===== src/assert_macros.svh =====
// ----------------------------------------------------------------------------
// Assertion macros
// Shared concurrent assertion wrappers; empty when SYNTH is defined.
// ----------------------------------------------------------------------------
`ifndef ASSERT_MACROS_SVH
`define ASSERT_MACROS_SVH
`ifndef SYNTH
// property must hold at every clock edge outside reset
`define ASSERT_PROP(lbl, clk, rstn, prop) \
	lbl: assert property (@(posedge clk) disable iff (!rstn) prop) \
		else $error("assertion failed");
// expression must never be true outside reset
`define ASSERT_NEVER(lbl, clk, rstn, expr) \
	lbl: assert property (@(posedge clk) disable iff (!rstn) !(expr)) \
		else $error("forbidden condition seen");
`else
`define ASSERT_PROP(lbl, clk, rstn, prop)
`define ASSERT_NEVER(lbl, clk, rstn, expr)
`endif
`endif


===== src/dcpid_pkg.sv =====
// ----------------------------------------------------------------------------
// dcpid_pkg
// Types and constants of the dual channel PID controller.
// ----------------------------------------------------------------------------
package dcpid_pkg;

	// default number of links with their own state
	localparam int NUM_LINKS_DEF = 2;

	// field widths
	localparam int POS_W  = 16;
	localparam int GAIN_W = 16;
	localparam int ERR_W  = POS_W + 1;
	localparam int DIFF_W = ERR_W + 1;
	localparam int SUM_W  = 32;
	localparam int P_W    = GAIN_W + ERR_W;
	localparam int I_W    = GAIN_W + SUM_W;
	localparam int D_W    = GAIN_W + DIFF_W;
	localparam int ACC_W  = I_W + 2;
	localparam int FRAC_W = 8;
	localparam int Q_W    = ACC_W - FRAC_W;
	localparam int DRV_W  = 13;
	localparam int CFG_IDX_W = 3;

	// output clamp
	localparam int DRIVE_LIMIT = 4095;

	// configuration register indexes
	typedef enum logic [CFG_IDX_W-1:0] {
		CFG_KP_LOWER = 3'd0,
		CFG_KI_LOWER = 3'd1,
		CFG_KD_LOWER = 3'd2,
		CFG_KP_UPPER = 3'd3,
		CFG_KI_UPPER = 3'd4,
		CFG_KD_UPPER = 3'd5
	} cfg_reg_t;

	// one gain set, signed Q8.8
	typedef struct packed {
		logic signed [GAIN_W-1:0] kp;
		logic signed [GAIN_W-1:0] ki;
		logic signed [GAIN_W-1:0] kd;
	} gain_set_t;

	// error stage result
	typedef struct packed {
		logic signed [ERR_W-1:0]  err;
		logic signed [SUM_W-1:0]  sum;
		logic signed [DIFF_W-1:0] diff;
		gain_set_t                gains;
	} err_stage_t;

	// product stage result
	typedef struct packed {
		logic signed [P_W-1:0] p_term;
		logic signed [I_W-1:0] i_term;
		logic signed [D_W-1:0] d_term;
	} prod_stage_t;

endpackage


===== src/dual_channel_pid_controller_unit.sv =====
// ----------------------------------------------------------------------------
// dual_channel_pid_controller_unit
// Two-link discrete PID controller with signed Q8.8 gains.
// ----------------------------------------------------------------------------
// Each input transaction names a link, a setpoint and a measured position and
// returns one drive value, clamped to +/-4095. The unit takes one transaction
// per clock unless the output stream stalls on m_tready; the per-link
// error sum, previous error and last setpoint are read, updated and written in
// the cycle in which a transaction leaves the input register, so
// transactions on the same link may follow back to back. A setpoint that
// differs from the link's last one clears its sum and previous error first.
// The integral saturates at the signed 32-bit range and the scaled sum drops
// its 8 fraction bits toward zero. A link with no state yields a drive of 0.
// The user writes gains on the cfg port only while idle; no check enforces it.
// ----------------------------------------------------------------------------
`include "assert_macros.svh"

module dual_channel_pid_controller_unit #(
	parameter int NUM_LINKS = dcpid_pkg::NUM_LINKS_DEF
) (
	input  logic        clk,
	input  logic        arst_n,
	// input stream
	input  logic        s_tvalid,
	output logic        s_tready,
	input  logic [31:0] s_tdata,   // [15:0] set_point, [31:16] actual_position
	input  logic [0:0]  s_tuser,   // [0] link_select
	// output stream
	output logic        m_tvalid,
	input  logic        m_tready,
	output logic [15:0] m_tdata,   // [12:0] drive_value, [15:13] zero
	// configuration writes
	input  logic        cfg_valid,
	output logic        cfg_ready,
	input  logic [dcpid_pkg::CFG_IDX_W-1:0] cfg_index,
	input  logic [dcpid_pkg::GAIN_W-1:0]    cfg_data
);

	logic                               valid_s1;
	logic                               link_s1;
	logic signed [dcpid_pkg::POS_W-1:0] sp_s1;
	logic signed [dcpid_pkg::POS_W-1:0] pos_s1;

	dcpid_pkg::gain_set_t  gain_lower_q;
	dcpid_pkg::gain_set_t  gain_upper_q;

	logic                  st_ready;
	logic                  err_valid;
	logic                  err_ready;
	dcpid_pkg::err_stage_t err_data;
	logic                  prod_valid;
	logic                  prod_ready;
	dcpid_pkg::prod_stage_t prod_data;
	logic signed [dcpid_pkg::DRV_W-1:0] drive_value;

	// gain registers, always ready
	assign cfg_ready = 1'b1;

	always_ff @(posedge clk or negedge arst_n) begin
		if (!arst_n) begin
			gain_lower_q <= '0;
			gain_upper_q <= '0;
		end else if (cfg_valid) begin
			case (dcpid_pkg::cfg_reg_t'(cfg_index))
				dcpid_pkg::CFG_KP_LOWER: gain_lower_q.kp <= cfg_data;
				dcpid_pkg::CFG_KI_LOWER: gain_lower_q.ki <= cfg_data;
				dcpid_pkg::CFG_KD_LOWER: gain_lower_q.kd <= cfg_data;
				dcpid_pkg::CFG_KP_UPPER: gain_upper_q.kp <= cfg_data;
				dcpid_pkg::CFG_KI_UPPER: gain_upper_q.ki <= cfg_data;
				dcpid_pkg::CFG_KD_UPPER: gain_upper_q.kd <= cfg_data;
				default: ;
			endcase
		end
	end

	// input register
	assign s_tready = !valid_s1 || st_ready;

	always_ff @(posedge clk or negedge arst_n) begin
		if (!arst_n) begin
			valid_s1 <= 1'b0;
		end else if (s_tready) begin
			valid_s1 <= s_tvalid;
		end
	end

	always_ff @(posedge clk) begin
		if (s_tvalid && s_tready) begin
			link_s1 <= s_tuser[0];
			sp_s1   <= s_tdata[15:0];
			pos_s1  <= s_tdata[31:16];
		end
	end

	dcpid_state #(
		.NUM_LINKS (NUM_LINKS)
	) u_state (
		.clk             (clk),
		.arst_n          (arst_n),
		.in_valid        (valid_s1),
		.in_ready        (st_ready),
		.link            (link_s1),
		.set_point       (sp_s1),
		.actual_position (pos_s1),
		.gain_lower      (gain_lower_q),
		.gain_upper      (gain_upper_q),
		.out_valid       (err_valid),
		.out_ready       (err_ready),
		.out_data        (err_data)
	);

	dcpid_mult u_mult (
		.clk       (clk),
		.arst_n    (arst_n),
		.in_valid  (err_valid),
		.in_ready  (err_ready),
		.in_data   (err_data),
		.out_valid (prod_valid),
		.out_ready (prod_ready),
		.out_data  (prod_data)
	);

	dcpid_drive u_drive (
		.clk         (clk),
		.arst_n      (arst_n),
		.in_valid    (prod_valid),
		.in_ready    (prod_ready),
		.in_data     (prod_data),
		.out_valid   (m_tvalid),
		.out_ready   (m_tready),
		.drive_value (drive_value)
	);

	assign m_tdata = {{(16 - dcpid_pkg::DRV_W){1'b0}}, drive_value};

	// an empty input register always takes a transaction
	`ASSERT_PROP(a_empty_takes, clk, arst_n, !valid_s1 |-> s_tready)

endmodule


===== src/dcpid_state.sv =====
// ----------------------------------------------------------------------------
// dcpid_state
// Per-link state and error stage: setpoint change detection, error,
// saturating integral and derivative difference, read-modify-write of the state.
// ----------------------------------------------------------------------------
`include "assert_macros.svh"

module dcpid_state #(
	parameter int NUM_LINKS = dcpid_pkg::NUM_LINKS_DEF
) (
	input  logic                              clk,
	input  logic                              arst_n,
	input  logic                              in_valid,
	output logic                              in_ready,
	input  logic                              link,
	input  logic signed [dcpid_pkg::POS_W-1:0] set_point,
	input  logic signed [dcpid_pkg::POS_W-1:0] actual_position,
	input  dcpid_pkg::gain_set_t              gain_lower,
	input  dcpid_pkg::gain_set_t              gain_upper,
	output logic                              out_valid,
	input  logic                              out_ready,
	output dcpid_pkg::err_stage_t             out_data
);

	logic signed [dcpid_pkg::SUM_W-1:0] sum_q  [NUM_LINKS];
	logic signed [dcpid_pkg::ERR_W-1:0] prev_q [NUM_LINKS];
	logic signed [dcpid_pkg::POS_W-1:0] last_q [NUM_LINKS];

	logic                               valid_s2;
	dcpid_pkg::err_stage_t              data_s2;

	logic                               adv;
	logic [NUM_LINKS-1:0]               hit;
	logic signed [dcpid_pkg::SUM_W-1:0] sum_rd;
	logic signed [dcpid_pkg::ERR_W-1:0] prev_rd;
	logic signed [dcpid_pkg::POS_W-1:0] last_rd;
	logic                               changed;
	logic signed [dcpid_pkg::SUM_W-1:0] sum_base;
	logic signed [dcpid_pkg::ERR_W-1:0] prev_base;
	logic signed [dcpid_pkg::ERR_W-1:0] err;
	logic signed [dcpid_pkg::SUM_W:0]   sum_ext;
	logic signed [dcpid_pkg::SUM_W-1:0] sum_sat;
	logic signed [dcpid_pkg::DIFF_W-1:0] diff;
	dcpid_pkg::err_stage_t              stage_d;

	assign in_ready = !valid_s2 || out_ready;
	assign adv      = in_valid && in_ready;

	// select the addressed link's state
	always_comb begin
		hit     = '0;
		sum_rd  = '0;
		prev_rd = '0;
		last_rd = '0;
		for (int i = 0; i < NUM_LINKS; i++) begin
			if (32'(link) == i) begin
				hit[i]  = 1'b1;
				sum_rd  = sum_q[i];
				prev_rd = prev_q[i];
				last_rd = last_q[i];
			end
		end
	end

	// error, saturating sum and difference
	always_comb begin
		changed   = (set_point != last_rd);
		sum_base  = changed ? '0 : sum_rd;
		prev_base = changed ? '0 : prev_rd;
		err       = $signed({set_point[dcpid_pkg::POS_W-1], set_point})
		          - $signed({actual_position[dcpid_pkg::POS_W-1], actual_position});
		sum_ext   = $signed({sum_base[dcpid_pkg::SUM_W-1], sum_base})
		          + $signed({{(dcpid_pkg::SUM_W + 1 - dcpid_pkg::ERR_W)
		                      {err[dcpid_pkg::ERR_W-1]}}, err});
		if (sum_ext[dcpid_pkg::SUM_W] != sum_ext[dcpid_pkg::SUM_W-1]) begin
			sum_sat = sum_ext[dcpid_pkg::SUM_W] ?
			          {1'b1, {(dcpid_pkg::SUM_W-1){1'b0}}} :
			          {1'b0, {(dcpid_pkg::SUM_W-1){1'b1}}};
		end else begin
			sum_sat = sum_ext[dcpid_pkg::SUM_W-1:0];
		end
		diff = $signed({err[dcpid_pkg::ERR_W-1], err})
		     - $signed({prev_base[dcpid_pkg::ERR_W-1], prev_base});
	end

	// a link without state gives a zero result
	always_comb begin
		stage_d = '0;
		if (|hit) begin
			stage_d.err   = err;
			stage_d.sum   = sum_sat;
			stage_d.diff  = diff;
			stage_d.gains = link ? gain_upper : gain_lower;
		end
	end

	// per-link state update
	always_ff @(posedge clk or negedge arst_n) begin
		if (!arst_n) begin
			for (int i = 0; i < NUM_LINKS; i++) begin
				sum_q[i]  <= '0;
				prev_q[i] <= '0;
				last_q[i] <= '0;
			end
		end else if (adv) begin
			for (int i = 0; i < NUM_LINKS; i++) begin
				if (hit[i]) begin
					sum_q[i]  <= sum_sat;
					prev_q[i] <= err;
					last_q[i] <= set_point;
				end
			end
		end
	end

	// stage register
	always_ff @(posedge clk or negedge arst_n) begin
		if (!arst_n) begin
			valid_s2 <= 1'b0;
		end else if (in_ready) begin
			valid_s2 <= in_valid;
		end
	end

	always_ff @(posedge clk) begin
		if (adv) begin
			data_s2 <= stage_d;
		end
	end

	assign out_valid = valid_s2;
	assign out_data  = data_s2;

	// link 0 ends a transaction holding its setpoint as the last one
	`ASSERT_PROP(a_last_sp_stored, clk, arst_n, (adv && hit[0]) |=> (last_q[0] == $past(set_point)))
	// link 0 keeps this transaction's error as the previous error
	`ASSERT_PROP(a_prev_err_stored, clk, arst_n, (adv && hit[0]) |=> (prev_q[0] == $past(err)))

endmodule


===== src/dcpid_mult.sv =====
// ----------------------------------------------------------------------------
// dcpid_mult
// Product stage: the three gain products of one transaction, registered.
// ----------------------------------------------------------------------------
module dcpid_mult (
	input  logic                   clk,
	input  logic                   arst_n,
	input  logic                   in_valid,
	output logic                   in_ready,
	input  dcpid_pkg::err_stage_t  in_data,
	output logic                   out_valid,
	input  logic                   out_ready,
	output dcpid_pkg::prod_stage_t out_data
);

	logic                   valid_s3;
	dcpid_pkg::prod_stage_t prod_s3;
	dcpid_pkg::prod_stage_t prod_d;

	assign in_ready = !valid_s3 || out_ready;

	// signed products at full width
	always_comb begin
		prod_d.p_term = $signed(in_data.gains.kp) * $signed(in_data.err);
		prod_d.i_term = $signed(in_data.gains.ki) * $signed(in_data.sum);
		prod_d.d_term = $signed(in_data.gains.kd) * $signed(in_data.diff);
	end

	always_ff @(posedge clk or negedge arst_n) begin
		if (!arst_n) begin
			valid_s3 <= 1'b0;
		end else if (in_ready) begin
			valid_s3 <= in_valid;
		end
	end

	always_ff @(posedge clk) begin
		if (in_valid && in_ready) begin
			prod_s3 <= prod_d;
		end
	end

	assign out_valid = valid_s3;
	assign out_data  = prod_s3;

endmodule


===== src/dcpid_drive.sv =====
// ----------------------------------------------------------------------------
// dcpid_drive
// Output stages: sum of products, drop of the fraction bits toward zero,
// clamp to the drive limit and the output register.
// ----------------------------------------------------------------------------
`include "assert_macros.svh"

module dcpid_drive (
	input  logic                              clk,
	input  logic                              arst_n,
	input  logic                              in_valid,
	output logic                              in_ready,
	input  dcpid_pkg::prod_stage_t            in_data,
	output logic                              out_valid,
	input  logic                              out_ready,
	output logic signed [dcpid_pkg::DRV_W-1:0] drive_value
);

	localparam int AW = dcpid_pkg::ACC_W;
	localparam int QW = dcpid_pkg::Q_W;

	logic                  valid_s4;
	logic signed [AW-1:0]  sum_s4;
	logic                  valid_q;
	logic signed [dcpid_pkg::DRV_W-1:0] drive_q;

	logic                  ready_o;
	logic                  adv_o;
	logic signed [AW-1:0]  sum_d;
	logic signed [QW-1:0]  quot;
	logic                  fix_up;
	logic signed [QW-1:0]  quot_tz;
	logic signed [dcpid_pkg::DRV_W-1:0] drive_d;

	assign ready_o  = !valid_q || out_ready;
	assign in_ready = !valid_s4 || ready_o;
	assign adv_o    = valid_s4 && ready_o;

	// sum of the three terms
	assign sum_d = $signed({{(AW - dcpid_pkg::P_W){in_data.p_term[dcpid_pkg::P_W-1]}},
	                        in_data.p_term})
	             + $signed({{(AW - dcpid_pkg::I_W){in_data.i_term[dcpid_pkg::I_W-1]}},
	                        in_data.i_term})
	             + $signed({{(AW - dcpid_pkg::D_W){in_data.d_term[dcpid_pkg::D_W-1]}},
	                        in_data.d_term});

	// divide by 256 toward zero, then clamp
	always_comb begin
		quot    = sum_s4[AW-1:dcpid_pkg::FRAC_W];
		fix_up  = sum_s4[AW-1] && (|sum_s4[dcpid_pkg::FRAC_W-1:0]);
		quot_tz = quot + $signed(QW'(fix_up));
		if (quot_tz > $signed(QW'(dcpid_pkg::DRIVE_LIMIT))) begin
			drive_d = dcpid_pkg::DRV_W'(dcpid_pkg::DRIVE_LIMIT);
		end else if (quot_tz < -$signed(QW'(dcpid_pkg::DRIVE_LIMIT))) begin
			drive_d = -dcpid_pkg::DRV_W'(dcpid_pkg::DRIVE_LIMIT);
		end else begin
			drive_d = quot_tz[dcpid_pkg::DRV_W-1:0];
		end
	end

	// sum register and output register
	always_ff @(posedge clk or negedge arst_n) begin
		if (!arst_n) begin
			valid_s4 <= 1'b0;
			valid_q  <= 1'b0;
		end else begin
			if (in_ready) begin
				valid_s4 <= in_valid;
			end
			if (ready_o) begin
				valid_q <= valid_s4;
			end
		end
	end

	always_ff @(posedge clk) begin
		if (in_valid && in_ready) begin
			sum_s4 <= sum_d;
		end
		if (adv_o) begin
			drive_q <= drive_d;
		end
	end

	assign out_valid   = valid_q;
	assign drive_value = drive_q;

	// a non-negative sum never gives a negative drive
	`ASSERT_PROP(a_drive_sign, clk, arst_n, (adv_o && !sum_s4[AW-1]) |=> !drive_q[dcpid_pkg::DRV_W-1])

endmodule

===== config.mk =====
export PLATFORM = sky130hd
export DESIGN_NAME = dual_channel_pid_controller_unit
export DESIGN_NICKNAME = d
export VERILOG_FILES = /design/src/dcpid_pkg.sv /design/src/dual_channel_pid_controller_unit.sv /design/src/dcpid_state.sv /design/src/dcpid_mult.sv /design/src/dcpid_drive.sv
export VERILOG_INCLUDE_DIRS = /design/src /design/src/src
export SDC_FILE = /design/constraint.sdc
export NUM_CORES = 2
export LEC_CHECK = 0
export ABC_CLOCK_PERIOD_IN_PS = 6650
export BUFFER_PORTS_ARGS = -buffer_cell sky130_fd_sc_hd__buf_2
export CAP_MARGIN = 20
export CELL_PAD_IN_SITES_DETAIL_PLACEMENT = 1
export CELL_PAD_IN_SITES_GLOBAL_PLACEMENT = 1
export CORE_MARGIN = 3
export CORE_UTILIZATION = 40
export CTS_BUF_LIST = sky130_fd_sc_hd__clkbuf_8
export DETAILED_ROUTE_END_ITERATION = 8
export GPL_TIMING_DRIVEN = 0
export PLACE_DENSITY_LB_ADDON = 0.05
export SLEW_MARGIN = 25
export SYNTH_ARGS = -nofsm -noshare
export SYNTH_HDL_FRONTEND = slang
export SYNTH_HIERARCHICAL = 1
export SYNTH_SLANG_ARGS = --single-unit

===== constraint.sdc =====
create_clock -name clk -period 6.65 [get_ports clk]
set_input_delay 0.3325 -clock clk [delete_from_list [all_inputs] [get_ports clk]]
set_output_delay 0.3325 -clock clk [all_outputs]
set_load 0.01 [all_outputs]

==> results_dict.tcl <==
set metrics [dict create \
    status "finished with violations" \
    violations "negative setup slack" \
    io_pins 76 \
    slowest_delay_ps 600 \
    grt_start_max_net_pins 81 \
    drive_gt1_share_pct 16.5 \
    cts_tree "built" \
    synthCells 6775 \
    postRouteAntennaNets 0 \
    synth.avg_cell_area_um2 9.98 \
    cts_buffers 103 \
    synth_area_um2 67600 \
    place_congestion 0.895 \
    critical_path_peak_fanout 4 \
    finalCritPeriodShare_pct 101 \
    final_common_cell "inv_1" \
    fin_nets 8850 \
    routed_wl_um 225000 \
    critical_path_class "reg2reg" \
    tns_ps -358 \
    vias_per_cell 5.15 \
    hold_slack_ps 194 \
    maxCapViolCount 0 \
    clkSinkCount 557 \
    die_width_um 417 \
    setup_violations 8 \
    cts_max_path_buffers 3 \
    die_h_um 417 \
    post_dp_cell_area_um2 71000 \
    tightest_slew_ps 1110 \
    grt_pass1_vias 54800 \
    clkTransAtPathRegs_ps 60 \
    synth.yosys.seq_area_share_pct 23.0 \
    post-place-ws_ps -1890 \
    ys_seq_elements 557 \
    ys_warn_count 6 \
    vias 49300 \
    mostFrequentLayoutCells "inv_1 (1264), fa_1 (1046), nand2_1 (900)" \
    slew_headroom_pct 25.7 \
    insertion_delay_ps 850 \
    hold_class "in2reg" \
    endpoint_kind "register" \
    root_buffer "clkbuf_8" \
    worst_path_most_repeated_cell "fa_1" \
    layout_min_cycle_time_ps 6720 \
    rows 150 \
    coreArea_um2 168000 \
    synth_edf_count 326 \
    setup_slack_ps -73.4 \
    synthArstFlopShare_pct 41.5 \
    cpMaxStageDelayCell "fa_2" \
    cp.required_ps 7190 \
    synth_flop_cell "edfxtp_1" \
    port_buffers 70 \
    htreeDepth 3 \
    hpwl_um 178000 \
    fin_area_um2 78700 \
    antenna_found_initial 13 \
    skew_ps 86.1 \
    initial_core_util_pct 40.3 \
    arrival_ps 7270 \
    ff2ff_setup_slack_ps -70 \
    dieArea_um2 174000 \
    drt-initial-drc-count 2426 \
    finalMaxSlewViolations 0 \
    grt_pass1_wl_um 345000 \
    max_freq_ghz 0.149 \
    hold_viol 0 \
    overflow 0 \
    grtUsageTotal_pct 26.4 \
    cp_cell_sequence "buf_8, nand2_4, fa_1, inv_2, fa_1, inv_1, fa_1, inv_2, fa_1, inv_2, fa_1, inv_2, fa_2, ha_4, buf_12, a221oi_4, o21ai_1, a221o_2, a2111o_1, nand3_2, o41ai_4, xor2_2" \
    routedWlPerCell_um 23.5 \
    first_pass_iters 5 \
    syn_to_final_growth_pct 16.4 \
    startpoint_type "register" \
    rsz0062_at_grt "true" \
    synthDistinctLibCells 105 \
    drc 0 \
]
[worst max-delay path: cells and delay by family (launching register included)]
family          cells  cell delay (ps)
xor+xnor            1              310
flops               1              570
simple gates        2              170
buf+inv             7              560
fa+ha+maj           7             3400
compound gates      5             1410
[what timing repair did]
item	CTS	global route
endpoints found under the hold margin	224	0
resized for setup	511	259
hold buffers	59	0
endpoints found under the setup margin	72	50
pin swaps	90	178
cloned	1	0
buffers inserted	226	62
[layer usage]
layer / up-vias / wire (um) / global-route usage, %
met3: 291 / 9720 / 3.19
met2: 955 / 108000 / 44.4
met1: 25800 / 101000 / 36.1
met5: - / 27 / 0
li1: 22300 / - / -
met4: 4 / 6360 / 6.94
[final cells by class]
cell class / count / area, um^2
fill: 18600 / 88900
tap: 2204 / 2760
clock inverter: 83 / 683
buffer: 245 / 2190
timing repair buffer: 426 / 3580
clock buffer: 110 / 1510
antenna: 8 / 20.0
multi-input combinational: 4675 / 47500
inverter: 1281 / 4850
sequential: 557 / 15600
[cell usage after synthesis, drive strengths merged, types with 12 or more instances]
cell type,instances,area [um^2]
inv,1279,4800
fa,1104,22100
nand2,924,3470
and2,424,2650
ha,400,5000
edfxtp,326,9790
a21oi,246,1250
nor2,246,923
dfrtp,231,5780
clkbuf,198,753
xnor2,186,1630
mux2,161,1850
o21ai,122,614
a21o,104,783
mux2i,73,731
xor2,72,631
buf,65,427
nand3,62,315
nand2b,54,338
nor3,46,269
nand4,42,278
a31oi,41,272
or2,33,206
o21bai,32,240
nor2b,30,188
and3,23,153
o21a,22,173
o31ai,19,170
a211oi,18,135
o211ai,18,135
nor4,13,93.8
or3,12,75.1
[stage by stage]
step / cells / utilization [%]
after floorplan: 6777 / -
after global placement: 9051 / 42.2
after detailed placement: 9059 / 42.4
after CTS: 9521 / 46.2
after global routing: 9583 / 46.9
final: 9589 / 46.9
[cells by family (layout without fill, tap and decap cells)]
logic type,Yosys count,in the layout,synth area share (%)
other,2,12,0.0111
DFF,557,557,23.0
and+or+nand+nor,1957,1957,13.9
muxes,234,234,3.82
buffers and inverters,1545,2145,8.87
AOI/OAI and AO/OA,718,718,6.88
adders and majority gates,1504,1504,40.1
xor gates and xnor gates,258,258,3.34
[worst paths after layout]
kind	endpoint	startpoint	cells after the start
max in group asynchronous	gain_lower_q[10]$_DFFE_PN0P_	arst_n	6
setup / recovery	u_mult/out_data[32]$_DFFE_PP_	u_state/out_data[53]$_DFFE_PP_	22
hold / removal	pos_s1[1]$_DFFE_PP_	s_tdata[17]	2
hold reg to reg	u_state/last_q[27]$_DFFE_PN0P_	u_state/last_q[27]$_DFFE_PN0P_	2
min in group asynchronous	u_state/sum_q[34]$_DFFE_PN0P_	arst_n	3
setup reg to reg	u_mult/out_data[32]$_DFFE_PP_	u_state/out_data[53]$_DFFE_PP_	22
[state kept, by name, summed over array words and instances, names as in the netlist]
signal and cells:
u_state/prev_q 34, valid_s1 1, u_drive/drive_value 13, link_s1 1, u_state/out_data 115, u_drive/valid_s4 1, gain_upper_q 48, u_state/out_valid 1
gain_lower_q 48, u_mult/out_valid 1, u_mult/out_data 115, u_state/last_q 32, u_drive/out_valid 1, u_drive/sum_s4 50, u_state/sum_q 64, pos_s1 16
sp_s1 16
Power is not shown: default switching activity piles up to over one toggle a cycle in this logic, so the estimate is an artifact.
